$ cat config.mk
export PLATFORM = sky130hd
export DESIGN_NAME = msc_lane_ram
export DESIGN_NICKNAME = d
export VERILOG_FILES = /design/src/rtl/core/mips_subset_core_unit_defines.svh /design/src/rtl/core/msc_lane_ram.sv
export SDC_FILE = /design/constraint.sdc
export NUM_CORES = 2
export LEC_CHECK = 0
export BUFFER_PORTS_ARGS = -buffer_cell sky130_fd_sc_hd__buf_4
export CORE_UTILIZATION = 60
export CTS_BUF_LIST = sky130_fd_sc_hd__clkbuf_16
export DETAILED_ROUTE_END_ITERATION = 16
export PLACE_DENSITY = 0.74
export SLEW_MARGIN = 10
export SYNTH_ARGS = -nofsm -noshare
export SYNTH_HDL_FRONTEND = slang
export SYNTH_SLANG_ARGS = --single-unit
$ cat constraint.sdc
create_clock -name clock -period 8.1 [get_ports clock]
set_clock_uncertainty 0.2 [all_clocks]
set_input_delay 1.215 -clock clock [delete_from_list [all_inputs] [get_ports clock]]
set_output_delay 1.215 -clock clock [all_outputs]
set_load 0.005 [all_outputs]
$ cat src/rtl/core/mips_subset_core_unit_defines.svh
// ---------------------------------------------------------------------------
// MIPS subset core assertion macros
// Shared concurrent assertion forms, clocked on clock and disabled in reset.
// ---------------------------------------------------------------------------
`ifndef MIPS_SUBSET_CORE_UNIT_DEFINES_SVH
`define MIPS_SUBSET_CORE_UNIT_DEFINES_SVH

`ifndef ASSERT_OFF

// same-cycle implication
`define MSC_ASSERT_IMPLY(label, ante, cons) \
   label: assert property (@(posedge clock) disable iff (reset) (ante) |-> (cons)) \
      else $error("msc assertion failed");

// next-cycle implication
`define MSC_ASSERT_NEXT(label, ante, cons) \
   label: assert property (@(posedge clock) disable iff (reset) (ante) |=> (cons)) \
      else $error("msc assertion failed");

`else

`define MSC_ASSERT_IMPLY(label, ante, cons)
`define MSC_ASSERT_NEXT(label, ante, cons)

`endif

`endif

$ cat src/rtl/core/msc_lane_ram.sv
// ---------------------------------------------------------------------------
// MIPS subset core data lane
// One byte lane of the data store: single address, registered read.
// ---------------------------------------------------------------------------
`timescale 1ns / 1ps

module msc_lane_ram #(
   parameter int ROW_BITS = 8
) (
   input  logic                clock,
   input  logic                we,
   input  logic                re,
   input  logic [ROW_BITS-1:0] addr,
   input  logic [7:0]          wdata,
   output logic [7:0]          rdata
);

   logic [7:0] mem_ff [2**ROW_BITS];
   logic [7:0] rdata_ff;

   always_ff @(posedge clock) begin
      if (we) begin
         mem_ff[addr] <= wdata;
      end
   end

   always_ff @(posedge clock) begin
      if (re) begin
         rdata_ff <= mem_ff[addr];
      end
   end

   assign rdata = rdata_ff;

endmodule

==> impl_metrics.prom <==
# TYPE chip_impl_metric gauge
chip_impl_info{name="run_status",value="finished, final reports clean"} 1
chip_impl_metric{name="cellPowerDensity",unit="nW/um^2"} 250
chip_impl_info{name="worstHoldStart",value="re"} 1
chip_impl_metric{name="first_iter_violations",unit=""} 5635
chip_impl_metric{name="drive_above_1_share",unit="%"} 24.6
chip_impl_info{name="crit-reg2reg-launch",value="mem_ff[111][2]"} 1
chip_impl_metric{name="grt_max_degree",unit=""} 207
chip_impl_info{name="timing.setup.critical_path_class",value="input port to register"} 1
chip_impl_metric{name="ys_warn_count",unit=""} 0
chip_impl_metric{name="worst_skew_pair.late_latency",unit="ns"} 0.85
chip_impl_metric{name="yosysTopAreaCellShare",unit="%"} 78.6
chip_impl_metric{name="p_leak",unit="nW"} 26.6
chip_impl_metric{name="synth-edff-count",unit=""} 2056
chip_impl_metric{name="maxCapViolCount",unit=""} 0
chip_impl_metric{name="count_of_hold_fix_buffers_inserted_at_cts",unit=""} 0
chip_impl_metric{name="grt_remaining_overflow",unit=""} 0
chip_impl_metric{name="finalMaxSlewViolations",unit=""} 0
chip_impl_metric{name="chipHeight",unit="um"} 364
chip_impl_info{name="synth.cells.most_frequent",value="2056 x sky130_fd_sc_hd__edfxtp_1, 512 x sky130_fd_sc_hd__mux4_2, 256 x sky130_fd_sc_hd__a22oi_1, 232 x sky130_fd_sc_hd__nor2_1, 145 x sky130_fd_sc_hd__clkbuf_1"} 1
chip_impl_metric{name="fin_setup_tns",unit="ns"} 0
chip_impl_metric{name="overall_via_count_from_detail_route",unit=""} 38056
chip_impl_metric{name="grt_antenna_before_repair",unit=""} 6
chip_impl_metric{name="start_util",unit="%"} 60.6
chip_impl_info{name="worst_setup_startpoint",value="addr[0]"} 1
chip_impl_metric{name="synth_register_bits",unit=""} 2056
chip_impl_metric{name="h_tree_lvl_count",unit=""} 4
chip_impl_metric{name="final_hold_viol_count",unit=""} 0
chip_impl_metric{name="core.rowCount",unit=""} 132
chip_impl_metric{name="irDropWorstVdd",unit="V"} 0.000249
chip_impl_metric{name="async_reset_ff_share",unit="%"} 0
chip_impl_metric{name="preCtsSetupSlack",unit="ns"} 2.41
chip_impl_metric{name="route.detailed.wl_per_inst",unit="um"} 33.0
chip_impl_info{name="grt_setup_unrepaired",value="false"} 1
chip_impl_info{name="worst_hold_path_type",value="input port to register"} 1
chip_impl_metric{name="mappedNetlistNets",unit=""} 3566
chip_impl_info{name="yosysMostFrequentCell",value="sky130_fd_sc_hd__edfxtp_1"} 1
chip_impl_metric{name="floorplan.core_area",unit="um^2"} 130000
chip_impl_info{name="netlist.top_cell.by_area",value="sky130_fd_sc_hd__edfxtp_1"} 1
chip_impl_metric{name="post_cts_resize_count",unit=""} 0
chip_impl_metric{name="cp_max_fo",unit=""} 70
chip_impl_metric{name="grt_pass1_wl",unit="mm"} 265
chip_impl_metric{name="worstMarginPinSlew",unit="ns"} 1.26
chip_impl_metric{name="post_route_drc",unit=""} 0
chip_impl_info{name="start_kind",value="input port"} 1
chip_impl_metric{name="cts_num_sinks",unit=""} 2056
chip_impl_metric{name="total_routed_length",unit="mm"} 183
chip_impl_metric{name="via_per_inst",unit=""} 6.88
chip_impl_metric{name="post_synth_num_cell_types",unit=""} 21
chip_impl_metric{name="synthToLayoutAreaGrowth",unit="%"} 11.1
chip_impl_info{name="yosys_most_used_dff",value="sky130_fd_sc_hd__edfxtp_1"} 1
chip_impl_metric{name="post_synth.cell_area_avg",unit="um^2"} 22.2
chip_impl_metric{name="post-route-min-period",unit="ns"} 4.75
chip_impl_metric{name="clk_path_buf_depth",unit=""} 3
chip_impl_metric{name="layout_setup_ws",unit="ns"} 3.35
chip_impl_metric{name="setup_viol",unit=""} 0
chip_impl_metric{name="via_count_of_the_first_global_routing_pass",unit=""} 38297
chip_impl_metric{name="ioPinCount",unit=""} 27
chip_impl_metric{name="ant_nets",unit=""} 0
chip_impl_info{name="cts_root_buf",value="sky130_fd_sc_hd__clkbuf_16"} 1
chip_impl_metric{name="synth.yosys.seq_area_share",unit="%"} 78.6
chip_impl_metric{name="nets",unit=""} 3637
chip_impl_metric{name="final.period_utilization",unit="%"} 58.6
chip_impl_metric{name="design.die.area",unit="um^2"} 132000
chip_impl_info{name="clock_tree_from_tritoncts",value="built"} 1
chip_impl_info{name="endpoint_kind",value="register"} 1
chip_impl_info{name="synthTopCellsByArea",value="sky130_fd_sc_hd__edfxtp_1 79%, sky130_fd_sc_hd__mux4_2 15%, sky130_fd_sc_hd__a22oi_1 2.4%"} 1
chip_impl_metric{name="grt.total_usage",unit="%"} 28.2
chip_impl_metric{name="max_freq",unit="GHz"} 0.211
chip_impl_metric{name="post_synthesis_cell_count",unit=""} 3547
chip_impl_metric{name="globalplace.congestion",unit=""} 0.829
chip_impl_metric{name="die_width",unit="um"} 364
chip_impl_metric{name="cp_data_arrival_time",unit="ns"} 5.08
chip_impl_metric{name="clk_pin_slew",unit="ns"} 0.06
chip_impl_metric{name="max-slew-margin-rel",unit="%"} 15.1
chip_impl_metric{name="dp.final_hpwl",unit="mm"} 106
chip_impl_metric{name="dr.pass1.iters",unit=""} 6
chip_impl_metric{name="port_buffers",unit=""} 26
chip_impl_metric{name="syn-cell-area",unit="um^2"} 78600
chip_impl_metric{name="postCtsSetupRepairBufs",unit=""} 0
chip_impl_metric{name="tritoncts.num_buffers",unit=""} 195
chip_impl_metric{name="critPathRequiredTime",unit="ns"} 8.44
-- cell usage in the layout (no fill, tap or decap), types with 3 or more instances in the layout --
master and instances:
sky130_fd_sc_hd__edfxtp_1 2056, sky130_fd_sc_hd__mux4_2 512, sky130_fd_sc_hd__a22oi_1 256, sky130_fd_sc_hd__nor2_1 231
sky130_fd_sc_hd__clkbuf_16 196, sky130_fd_sc_hd__a21oi_1 128, sky130_fd_sc_hd__buf_4 88, sky130_fd_sc_hd__clkinv_1 51
sky130_fd_sc_hd__inv_1 37, sky130_fd_sc_hd__clkinv_2 34, sky130_fd_sc_hd__nor3_1 24, sky130_fd_sc_hd__bufinv_16 24
sky130_fd_sc_hd__nand2_1 23, sky130_fd_sc_hd__o41ai_1 20, sky130_fd_sc_hd__o41ai_2 12, sky130_fd_sc_hd__nand4_1 8
sky130_fd_sc_hd__clkbuf_8 8, sky130_fd_sc_hd__buf_12 8, sky130_fd_sc_hd__nand3_2 7, sky130_fd_sc_hd__nand2b_1 6
sky130_fd_sc_hd__nand3_1 6, sky130_fd_sc_hd__nor3_2 6, sky130_fd_sc_hd__clkinv_16 6, sky130_fd_sc_hd__clkinvlp_4 6
sky130_fd_sc_hd__nor2b_1 5, sky130_fd_sc_hd__nand2_2 5, sky130_fd_sc_hd__clkinv_8 4, sky130_fd_sc_hd__diode_2 3
sky130_fd_sc_hd__inv_16 3
-- flip-flops by register name, indices dropped and copies added (netlist names) --
register	cells
mem_ff	2048
rdata	8
-- final cells by class --
cell class / instances / area (um^2)
fillers: 7759 / 42300
well taps: 1742 / 2180
flip-flops and latches: 2056 / 61700
diodes: 3 / 7.51
repair buffers: 106 / 961
multi-input cells: 1258 / 15900
inverters: 1 / 3.75
clock buffers: 196 / 4900
clock inverters: 167 / 1590
-- metal layers --
| layer | wire (um) | part of all wire (%) | GRT usage [%] | vias to the layer above |
|---|---|---|---|---|
| met3 | 20500 | 11 | 5.96 | 363 |
| met4 | 6180 | 3.4 | 9.97 | 8 |
| met5 | 49 | 0.027 | 0 | - |
| met1 | 66600 | 36 | 39.8 | 19982 |
| li1 | - | - | - | 15225 |
| met2 | 89300 | 49 | 44.6 | 2478 |
-- logic make-up (layout without fill, tap and decap cells) --
group / after synthesis / after routing / share of synthesized area (%)
other: 0 / 3 / 0
DFF: 2056 / 2056 / 78.6
muxes: 512 / 512 / 14.7
buffers and inverters: 233 / 470 / 1.40
AOI/OAI and AO/OA: 416 / 416 / 3.62
and+or+nand+nor: 330 / 330 / 1.73
-- critical path, stage by stage --
cell and delay [ns]:
sky130_fd_sc_hd__buf_8 0.53, sky130_fd_sc_hd__buf_4 0.82, sky130_fd_sc_hd__mux4_2 0.59, sky130_fd_sc_hd__a22oi_1 0.30, sky130_fd_sc_hd__a21oi_1 0.17, sky130_fd_sc_hd__o41ai_1 0.96
sky130_fd_sc_hd__buf_4 0.28, sky130_fd_sc_hd__nand4_1 0.12
-- power breakdown --
part,internal (mW),switching (mW)
logic,0.322,0.623
clock network,5.19,3.94
registers,11.7,0.0180
-- final timing paths --
kind	endpoint	depth (start not counted)	slack, ns
min	rdata[7]	1	0.58
min reg2reg	rdata[7]	5	0.82
max reg2reg	rdata[2]	6	4.88
max	rdata[2]	8	3.35
-- stage by stage --
stage | power [mW] | hold WS (ns) | util, % | std cells | cell area [um^2]
CTS | 21.9 | 0.531 | 67.3 | 5526 | 87300
detailed placement | 12.9 | 0.822 | 62.3 | 5163 | 80800
finish | 21.8 | 0.579 | 67.3 | 5529 | 87300
global route | 22.3 | 0.543 | 67.3 | 5526 | 87300
floorplan | 12.5 | 0.696 | - | 3547 | 78600
global placement | 12.9 | 0.822 | 62.3 | 5159 | 80700
Power figures use the tool's default switching activity.
