==> src/rtl/core/mips_subset_core_unit_defines.svh <==
// ---------------------------------------------------------------------------
// MIPS subset core assertion macros
// Shared concurrent assertion forms, clocked on clock and disabled in reset.
// ---------------------------------------------------------------------------
`ifndef MIPS_SUBSET_CORE_UNIT_DEFINES_SVH
`define MIPS_SUBSET_CORE_UNIT_DEFINES_SVH

`ifndef ASSERT_OFF

// same-cycle implication
`define MSC_ASSERT_IMPLY(label, ante, cons) \
   label: assert property (@(posedge clock) disable iff (reset) (ante) |-> (cons)) \
      else $error("msc assertion failed");

// next-cycle implication
`define MSC_ASSERT_NEXT(label, ante, cons) \
   label: assert property (@(posedge clock) disable iff (reset) (ante) |=> (cons)) \
      else $error("msc assertion failed");

`else

`define MSC_ASSERT_IMPLY(label, ante, cons)
`define MSC_ASSERT_NEXT(label, ante, cons)

`endif

`endif

==> src/rtl/core/msc_pkg.sv <==
// ---------------------------------------------------------------------------
// MIPS subset core package
// Payload types, decode constants and stage records shared by the core.
// ---------------------------------------------------------------------------
`timescale 1ns / 1ps

package msc_pkg;

   // item selector
   localparam logic [1:0] FUNC_EXEC      = 2'd0;
   localparam logic [1:0] FUNC_PRELOAD   = 2'd1;
   localparam logic [1:0] FUNC_READ_BYTE = 2'd2;
   localparam logic [1:0] FUNC_READ_REG  = 2'd3;

   // instruction decode
   localparam logic [5:0]  OP_RTYPE  = 6'h00;
   localparam logic [5:0]  OP_LW     = 6'h23;
   localparam logic [5:0]  OP_SW     = 6'h2B;
   localparam logic [5:0]  OP_BNE    = 6'h05;
   localparam logic [5:0]  FN_ADDU   = 6'h21;
   localparam logic [5:0]  FN_SUBU   = 6'h23;
   localparam logic [31:0] HALT_WORD = 32'hFFFF_FFFF;

   // data access kind
   localparam logic [1:0] MEM_NONE  = 2'd0;
   localparam logic [1:0] MEM_LOAD  = 2'd1;
   localparam logic [1:0] MEM_STORE = 2'd2;

   localparam logic [4:0] REG_ZERO = 5'd0;

   typedef struct packed {
      logic [1:0]  func;
      logic [31:0] instr_word;
      logic [9:0]  access_index;
      logic [7:0]  preload_byte;
   } req_payload_type;

   typedef struct packed {
      logic [31:0] next_pc;
      logic        halted;
      logic        branch_taken;
      logic        reg_written;
      logic [4:0]  dest_reg;
      logic [31:0] dest_value;
      logic [1:0]  mem_op;
      logic [9:0]  mem_addr;
      logic [31:0] read_value;
   } rsp_payload_type;

   // register bypass from the data stage
   typedef struct packed {
      logic        valid;
      logic [4:0]  dest;
      logic [31:0] value;
   } fwd_type;

   // execute stage record, carried into the data stage
   typedef struct packed {
      logic [31:0]     pc_next;
      logic            halt_next;
      logic            is_load;
      logic            is_byte_read;
      logic [1:0]      lane_off;
      rsp_payload_type rsp;
   } exec_type;

endpackage

==> src/rtl/core/msc_exec.sv <==
// ---------------------------------------------------------------------------
// MIPS subset core execute stage
// Decode, operand bypass, ALU, branch, effective address and lane steering
// for the item in the execute stage.
// ---------------------------------------------------------------------------
`timescale 1ns / 1ps

module msc_exec #(
   parameter int ADDR_BITS = 10
) (
   input  msc_pkg::req_payload_type        req,
   input  logic [31:0]                     pc,
   input  logic                            halted,
   input  logic [31:0]                     rs_raw,
   input  logic [31:0]                     rt_raw,
   input  msc_pkg::fwd_type                fwd,
   output msc_pkg::exec_type               res,
   output logic [3:0]                      lane_we,
   output logic [3:0][ADDR_BITS-3:0]       lane_row,
   output logic [3:0][7:0]                 lane_wdata
);

   localparam int ROW_BITS = ADDR_BITS - 2;

   logic [4:0]            rs_sel;
   logic [4:0]            rt_sel;
   logic [4:0]            rd_sel;
   logic [5:0]            opcode;
   logic [5:0]            funct;
   logic [31:0]           imm_ext;
   logic [31:0]           op_a;
   logic [31:0]           op_b;
   logic [31:0]           pc_plus4;
   logic [31:0]           ea_sum;
   logic [ADDR_BITS+9:0]  idx_wide;
   logic [ADDR_BITS+9:0]  ea_wide;
   logic [ADDR_BITS-1:0]  addr;
   logic [1:0]            off;
   logic [ROW_BITS-1:0]   row_base;
   logic [1:0]            byte_sel;
   logic [1:0]            lane_id;

   assign opcode  = req.instr_word[31:26];
   assign rt_sel  = req.instr_word[20:16];
   assign rd_sel  = req.instr_word[15:11];
   assign funct   = req.instr_word[5:0];
   assign imm_ext = {{16{req.instr_word[15]}}, req.instr_word[15:0]};
   assign rs_sel  = (req.func == msc_pkg::FUNC_READ_REG) ? req.access_index[4:0]
                                                         : req.instr_word[25:21];

   // the data-stage item has not written back yet
   assign op_a = (fwd.valid && fwd.dest == rs_sel) ? fwd.value : rs_raw;
   assign op_b = (fwd.valid && fwd.dest == rt_sel) ? fwd.value : rt_raw;

   assign pc_plus4 = pc + 32'd4;
   assign ea_sum   = op_a + imm_ext;
   assign idx_wide = {{ADDR_BITS{1'b0}}, req.access_index};
   assign ea_wide  = {{10{1'b0}}, ea_sum[ADDR_BITS-1:0]};

   always_comb begin
      res                  = '0;
      res.pc_next          = pc;
      res.halt_next        = halted;
      addr                 = idx_wide[ADDR_BITS-1:0];
      lane_we              = '0;
      case (req.func)
         msc_pkg::FUNC_PRELOAD: begin
            lane_we[addr[1:0]] = 1'b1;
         end
         msc_pkg::FUNC_READ_BYTE: begin
            res.is_byte_read = 1'b1;
         end
         msc_pkg::FUNC_READ_REG: begin
            res.rsp.read_value = op_a;
         end
         msc_pkg::FUNC_EXEC: begin
            if (!halted) begin
               if (req.instr_word == msc_pkg::HALT_WORD) begin
                  res.halt_next = 1'b1;
               end else begin
                  res.pc_next = pc_plus4;
                  case (opcode)
                     msc_pkg::OP_RTYPE: begin
                        if ((funct == msc_pkg::FN_ADDU || funct == msc_pkg::FN_SUBU)
                            && rd_sel != msc_pkg::REG_ZERO) begin
                           res.rsp.reg_written = 1'b1;
                           res.rsp.dest_reg    = rd_sel;
                           res.rsp.dest_value  = (funct == msc_pkg::FN_ADDU) ? op_a + op_b
                                                                            : op_a - op_b;
                        end
                     end
                     msc_pkg::OP_LW: begin
                        addr             = ea_sum[ADDR_BITS-1:0];
                        res.rsp.mem_op   = msc_pkg::MEM_LOAD;
                        res.rsp.mem_addr = ea_wide[9:0];
                        res.is_load      = 1'b1;
                        if (rt_sel != msc_pkg::REG_ZERO) begin
                           res.rsp.reg_written = 1'b1;
                           res.rsp.dest_reg    = rt_sel;
                        end
                     end
                     msc_pkg::OP_SW: begin
                        addr             = ea_sum[ADDR_BITS-1:0];
                        res.rsp.mem_op   = msc_pkg::MEM_STORE;
                        res.rsp.mem_addr = ea_wide[9:0];
                        lane_we          = 4'hF;
                     end
                     msc_pkg::OP_BNE: begin
                        if (op_a != op_b) begin
                           res.rsp.branch_taken = 1'b1;
                           res.pc_next = pc_plus4 + {imm_ext[29:0], 2'b00};
                        end
                     end
                     default: begin
                        // unknown opcode: PC advance only
                     end
                  endcase
               end
            end
         end
         default: begin
         end
      endcase
      res.rsp.next_pc = res.pc_next;
      res.rsp.halted  = res.halt_next;
      res.lane_off    = addr[1:0];
   end

   assign off      = addr[1:0];
   assign row_base = addr[ADDR_BITS-1:2];

   // lanes below the start offset hold the bytes that spill into the next row
   always_comb begin
      lane_row   = '0;
      lane_wdata = '0;
      byte_sel   = '0;
      lane_id    = '0;
      for (int l = 0; l < 4; l++) begin
         lane_id     = 2'(l);
         lane_row[l] = row_base + ROW_BITS'(lane_id < off);
         byte_sel    = 2'(2'd3 - 2'(lane_id - off));
         if (req.func == msc_pkg::FUNC_PRELOAD) begin
            lane_wdata[l] = req.preload_byte;
         end else begin
            lane_wdata[l] = op_b[{byte_sel, 3'b000} +: 8];
         end
      end
   end

endmodule

==> config.mk <==
export PLATFORM = sky130hd
export DESIGN_NAME = msc_exec
export DESIGN_NICKNAME = d
export VERILOG_FILES = /design/src/rtl/core/mips_subset_core_unit_defines.svh /design/src/rtl/core/msc_pkg.sv /design/src/rtl/core/msc_exec.sv
export SDC_FILE = /design/constraint.sdc
export NUM_CORES = 1
export LEC_CHECK = 0
export BUFFER_PORTS_ARGS = -buffer_cell sky130_fd_sc_hd__buf_2
export CAP_MARGIN = 20
export CORE_MARGIN = 5
export CORE_UTILIZATION = 39
export DETAILED_ROUTE_END_ITERATION = 10
export PLACE_DENSITY = 0.7
export SETUP_SLACK_MARGIN = 0.02
export SYNTH_ARGS = -nofsm -noshare
export SYNTH_HDL_FRONTEND = slang
export SYNTH_SLANG_ARGS = --single-unit
==> constraint.sdc <==
create_clock -name vclk -period 5.9
set_input_delay 0.59 -clock vclk [all_inputs]
set_output_delay 0.59 -clock vclk [all_outputs]
set_load 0.01 [all_outputs]
==> metrics.txt, run 1 <==
run status=completed; Non-Filler Instances=2168; area grow syn2layout=32.5%; first drt pass iteration count=5; Placed Cells=2159; Avg WL per Cell=19.7 µm; Nets=2149; Seq cells=0; via-per-instance ratio=5.61; Worst Path Required=5.31 ns; yosys warns=0; sequential element share of the synthesized area=0; vias in the first global route=11400; mux cell area share after synthesis=0.132; unrepaired setup endpoints after global routing=yes; combinational power share=1.000; grt ovf=0; met1 Resource Use GR=0.373; Setup TNS Final=0 ns; max-slew violations=0; Final Cycle Share=0.989; Setup Crit Path Kind=primary input to primary output; number of nets with antenna violations after routing=0; ranking of synthesized cells by area=ha_1, mux2i_1, a21oi_1; Peak VDD IR=0.0397 mV; crit path time final=5.84 ns; pwr dens=98.3 nW/µm²; number of clock buffers in the layout=0; Synth Area in Compound Gates=0.266; initial antenna violation count=4; Slew @ Worst Pin=1.13 ns; final non-filler cell area=12400 µm²; Die Span Y=165 µm; CP startpoint kind=primary input; Seq pwr share=0; DRC=0; Internal Power=520 µW; met3 usage=0.0247; largest area contributor in the netlist=ha_1; Max Cap Viol=0; most common cell in the netlist=a21oi_1; Commonest cells post-synth=a21oi_1, nor2_1, nand2_1; Synth top area share=0.147; simple-gate share of the synthesized area=0.242; Min-Delay Endpoint=res[122]; row cnt=56; DR vias=12200; port buffer count=402; final setup vio count=0; Post-DP HPWL=36600 µm; Pwr Total=1.22 mW; critical path arrival=5.25 ns; largest net degree at the start of global routing=55; final core occ=0.527; Mean Syn Cell Area=6.58 µm²; worst hold path cell count=0; Max Freq=0.171 GHz; largest family of logic cells by synthesized area=compound AO/OA/AOI/OAI gates; Synth Area in Adders=0.156; gr usage total=0.286; switching share of power=0.574; DIE WIDTH=165 µm; Mapped Nets=1724; Switch Pwr=700 µW; Leak Pwr=6.22 nW; hold crit path type=primary input to primary output; CP max FO=7; DRT Wirelength=42700 µm; Crit. End Element=primary output; DR iter-0 viols=829; grt met2 use=0.502; final hold vios=0; Final GP Congestion=1.01; FF+latch area=0 µm²; Top Ports=408; GRT busiest layer=met2; Area after DPL=12200 µm²; XOR/XNOR Fraction of Synth Area=0.111; first-pass GRT wire length=62700 µm; Clock Power Share=0; Initial Utilization=0.398; core area=23500 µm²; Hold Crit Start=pc[1]; Synth cell types=70; Die ar.=27200 µm²; Syn Inst Count=1423; Cell Area, Synth=9360 µm²; Rel. slew slack=0.236; layout cells sized above 1=0.322
## cell type report
cell class / count / area (µm²)
antenna: 3 / 7.51
fill: 2407 / 11100
inverter: 87 / 327
multi-input combinational: 1228 / 8640
tap: 319 / 399
timing repair buffer: 531 / 3040
## kinds of logic after synthesis
| logic type | after synthesis |
|---|---|
| AND/OR/NAND/NOR | 477 |
| AO/OA/AOI/OAI | 398 |
| buffers and inverters | 195 |
| multiplexers | 120 |
| XOR/XNOR | 119 |
| adder cells (fa/ha/maj) | 114 |
## worst max-delay path by stage
stage | start | end | slack, ns | depth (start not counted)
2_1_floorplan | req[41] | lane_wdata[0] | 0.03 | 17
3_3_place_gp | fwd[34] | res[64] | 0.04 | 22
5_1_grt | fwd[34] | lane_row[23] | -0.16 | 22
3_5_place_dp | req[10] | res[64] | -0.02 | 22
6_report | fwd[34] | res[64] | 0.06 | 21
4_1_cts | req[10] | res[64] | 0.04 | 22
## critical path, stage by stage
cell and delay (ns):
buf_2 0.13, or2_1 0.26, a2111oi_4 0.36, nor2_2 0.10, nor4b_4 0.25, buf_4 0.17
buf_12 0.13, buf_12 0.12, mux2_2 0.34, ha_1 0.44, inv_1 0.09, buf_4 0.16
nor2_1 0.09, o211ai_1 0.11, a21oi_1 0.39, a31oi_2 0.17, o31ai_1 0.44, a2111oi_2 0.15
or3_1 0.38, a21oi_1 0.18, buf_2 0.17
## power groups by stage
stage | combinational [mW] | sequential, mW | clock [mW]
final | 1.22 | 0 | 0.0000000688
after global routing | 1.33 | 0 | 0.0000000684
after floorplan | 0.732 | 0 | 0
after detailed placement | 1.18 | 0 | 0
after global placement | 1.18 | 0 | 0
after CTS | 1.19 | 0 | 0
## timing repair
item,4_1_cts,5_1_grt
endpoints found under the hold margin,0,0
gates resized for setup,2,22
hold buffers,0,0
endpoints found under the setup margin,1,74
pin swaps,1,6
setup buffers,1,4
gates cloned,0,1
## layout by cell type (no fill, tap or decap), types with 44 or more instances in the layout
master | synthesis | layout
xnor2_1 | 84 | 84
buf_2 | 6 | 402
ha_1 | 110 | 110
inv_1 | 86 | 86
buf_4 | 35 | 125
o21ai_0 | 66 | 66
nor2_1 | 146 | 144
mux2i_1 | 92 | 90
nand3_1 | 45 | 44
a21oi_1 | 151 | 148
nand2_1 | 125 | 124
## routing by layer
metal / routed length (µm) / vias up
met2: 20300 / 504
met5: 20 / -
li1: - / 5917
met3: 2870 / 78
met4: 1310 / 2
met1: 18200 / 5654
## stage by stage
| step | hold slack [ns] | setup slack (ns) |
|---|---|---|
| after detailed placement | 1.18 | -0.0247 |
| after global routing | 1.18 | -0.158 |
| after CTS | 1.18 | 0.0421 |
| after global placement | 1.18 | 0.0378 |
| after floorplan | 1.23 | 0.0250 |
| final | 1.18 | 0.0632 |
Power figures use the tool's default switching activity.
==> inputs of run 2 (changes only) <==
Settings changed: CORE_AREA set to 5 5 153 155, CORE_MARGIN 5 to not set, CORE_UTILIZATION 39 to not set, DIE_AREA set to 0 0 158 160, PLACE_DENSITY 0.7 to 0.77.
==> metrics.txt, run 2 (same netlist as run 1, synthesis figures left out) <==
hold crit path type=primary input to primary output; Final Cycle Share=0.984 (-0.00579); vias in the first global route=11700 (+2.5%); area of the multi-input gates=8880 µm² (+2.8%); delay-heaviest family, CP=compound AO/OA/AOI/OAI gates; Fillers=2061 (-14%); critical path arrival=5.21 ns (-0.04 ns); Leak Pwr=6.31 nW (+1.4%); first drt pass iteration count=7 (+2); DRT Wirelength=42200 µm (-1.1%); crit-path cells=buf_2 > or2_1 > a2111oi_4 > nor2_2 > nor4b_4 > buf_4 > buf_12 > buf_4 > buf_4 > mux2_2 > ha_1 > nor2_1 > nand4_1 > a41oi_2 > a211oi_1 > buf_4 > o31ai_2 > o221a_2 > o22ai_1 > a221oi_1 > xnor2_1 > nor2_1 > buf_2; run status=completed; Nets=2158 (+0.42%); Rel. slew slack=0.324 (+0.0873); final setup vio count=0 (unchanged); number of clock buffers in the layout=0 (unchanged); Peak VDD IR=0.0450 mV (+13%); DR iter-0 viols=1079 (+30%); via-per-instance ratio=5.79 (+3.4%); number of nets with antenna violations after routing=0 (unchanged); CP max FO=6 (-1); cell mode on critical path=buf_4; Slowest cell on crit path=mux2_2; switching share of power=0.565 (-0.00848); commonest non-fill, non-tap cells in the layout=buf_2, a21oi_1, nor2_1; Final GP Congestion=0.982 (-2.4%); Initial Utilization=0.432 (+0.0340); most common cell after layout, fill and taps aside=buf_2; Setup Crit Path Kind=primary input to primary output; FF+latch area=0 µm² (unchanged); final core occ=0.585 (+0.0579); Seq cells=0 (unchanged); Worst Path Required=5.31 ns (about the same); Crit. End Element=primary output; initial antenna violation count=3 (-1); Internal Power=540 µW (+4.0%); first-pass GRT wire length=62600 µm (about the same); Top Ports=408 (unchanged); layout cells sized above 1=0.343 (+0.0205); gr usage total=0.301 (+0.0143); Die Span Y=160 µm (-3.0%); Max Freq=0.172 GHz (+0.59%); Pwr Total=1.24 mW (+1.9%); area grow syn2layout=35.5%; crit path time final=5.80 ns (-0.0341 ns); core area=21700 µm² (-7.9%); CP Buf/Inv Count=7 (unchanged); Max Cap Viol=0 (unchanged); Clock Power Share=0 (unchanged); CP startpoint kind=primary input; port buffer count=402 (unchanged); DRC=0 (unchanged); DR vias=12400 (+2.0%); Die ar.=25300 µm² (-7.1%); row cnt=54 (-3.6%); largest net degree at the start of global routing=55 (unchanged); Avg WL per Cell=19.7 µm (+0.16%); max-slew violations=0 (unchanged); Seq pwr share=0 (unchanged); Switch Pwr=703 µW (+0.44%); Slew @ Worst Pin=1.01 ns (-0.130 ns); unrepaired setup endpoints after global routing=yes; combinational power share=1.000 (about the same); grt ovf=0 (unchanged); Worst path max stage delay=0.39 ns (-0.05 ns); DIE WIDTH=158 µm (-4.2%); pwr dens=98.0 nW/µm² (-0.29%); final hold vios=0 (unchanged); Post-DP HPWL=35800 µm (-2.4%)
[run 2: final timing paths]
kind / startpoint / cells past startpoint / slack (ns) / to
max: fwd[34] / 23 / 0.1 / res[73]
min: pc[1] / 0 / 1.18 / res[122]
[run 2: stage by stage]
step	TNS (ns)	cells	worst slack [ns]	hold WS, ns	instance area (µm²)
floorplan	0	1423	0.0250	1.23	9370
global placement	0	2123	0.0517	1.18	12200
detailed placement	-0.140	2123	-0.140	1.18	12200
CTS	0	2127	0.0381	1.18	12200
global route	-0.406	2138	-0.0859	1.18	12700
finish	0	2140	0.0973	1.18	12700
[run 2: power groups by stage]
stage	clock, mW	combinational (mW)	sequential, mW
floorplan	0	0.732	0
global placement	0	1.16	0
detailed placement	0	1.17	0
CTS	0	1.18	0
global route	0.0000000682	1.35	0
finish	0.000000114	1.24	0
[run 2: final cells by class]
class / instances / share of cell area
diodes: 5 / 0.000986
repair buffers: 540 / 0.246
well taps: 280 / 0.0276
multi-input cells: 1228 / 0.700
inverters: 87 / 0.0257
[run 2: metal layers]
metal  wire, µm  GRT usage
met1      16900      0.383
met3       3480     0.0330
met4       1520     0.0853
met2      20300      0.531
met5          0          0
[run 2: timing repair]
| action | 4_1_cts | 5_1_grt |
|---|---|---|
| hold buffers | 0 | 0 |
| cloned | 0 | 1 |
| buffers inserted | 4 | 8 |
| pin swaps | 0 | 15 |
| resized for setup | 2 | 67 |
| setup endpoints to repair | 1 | 76 |
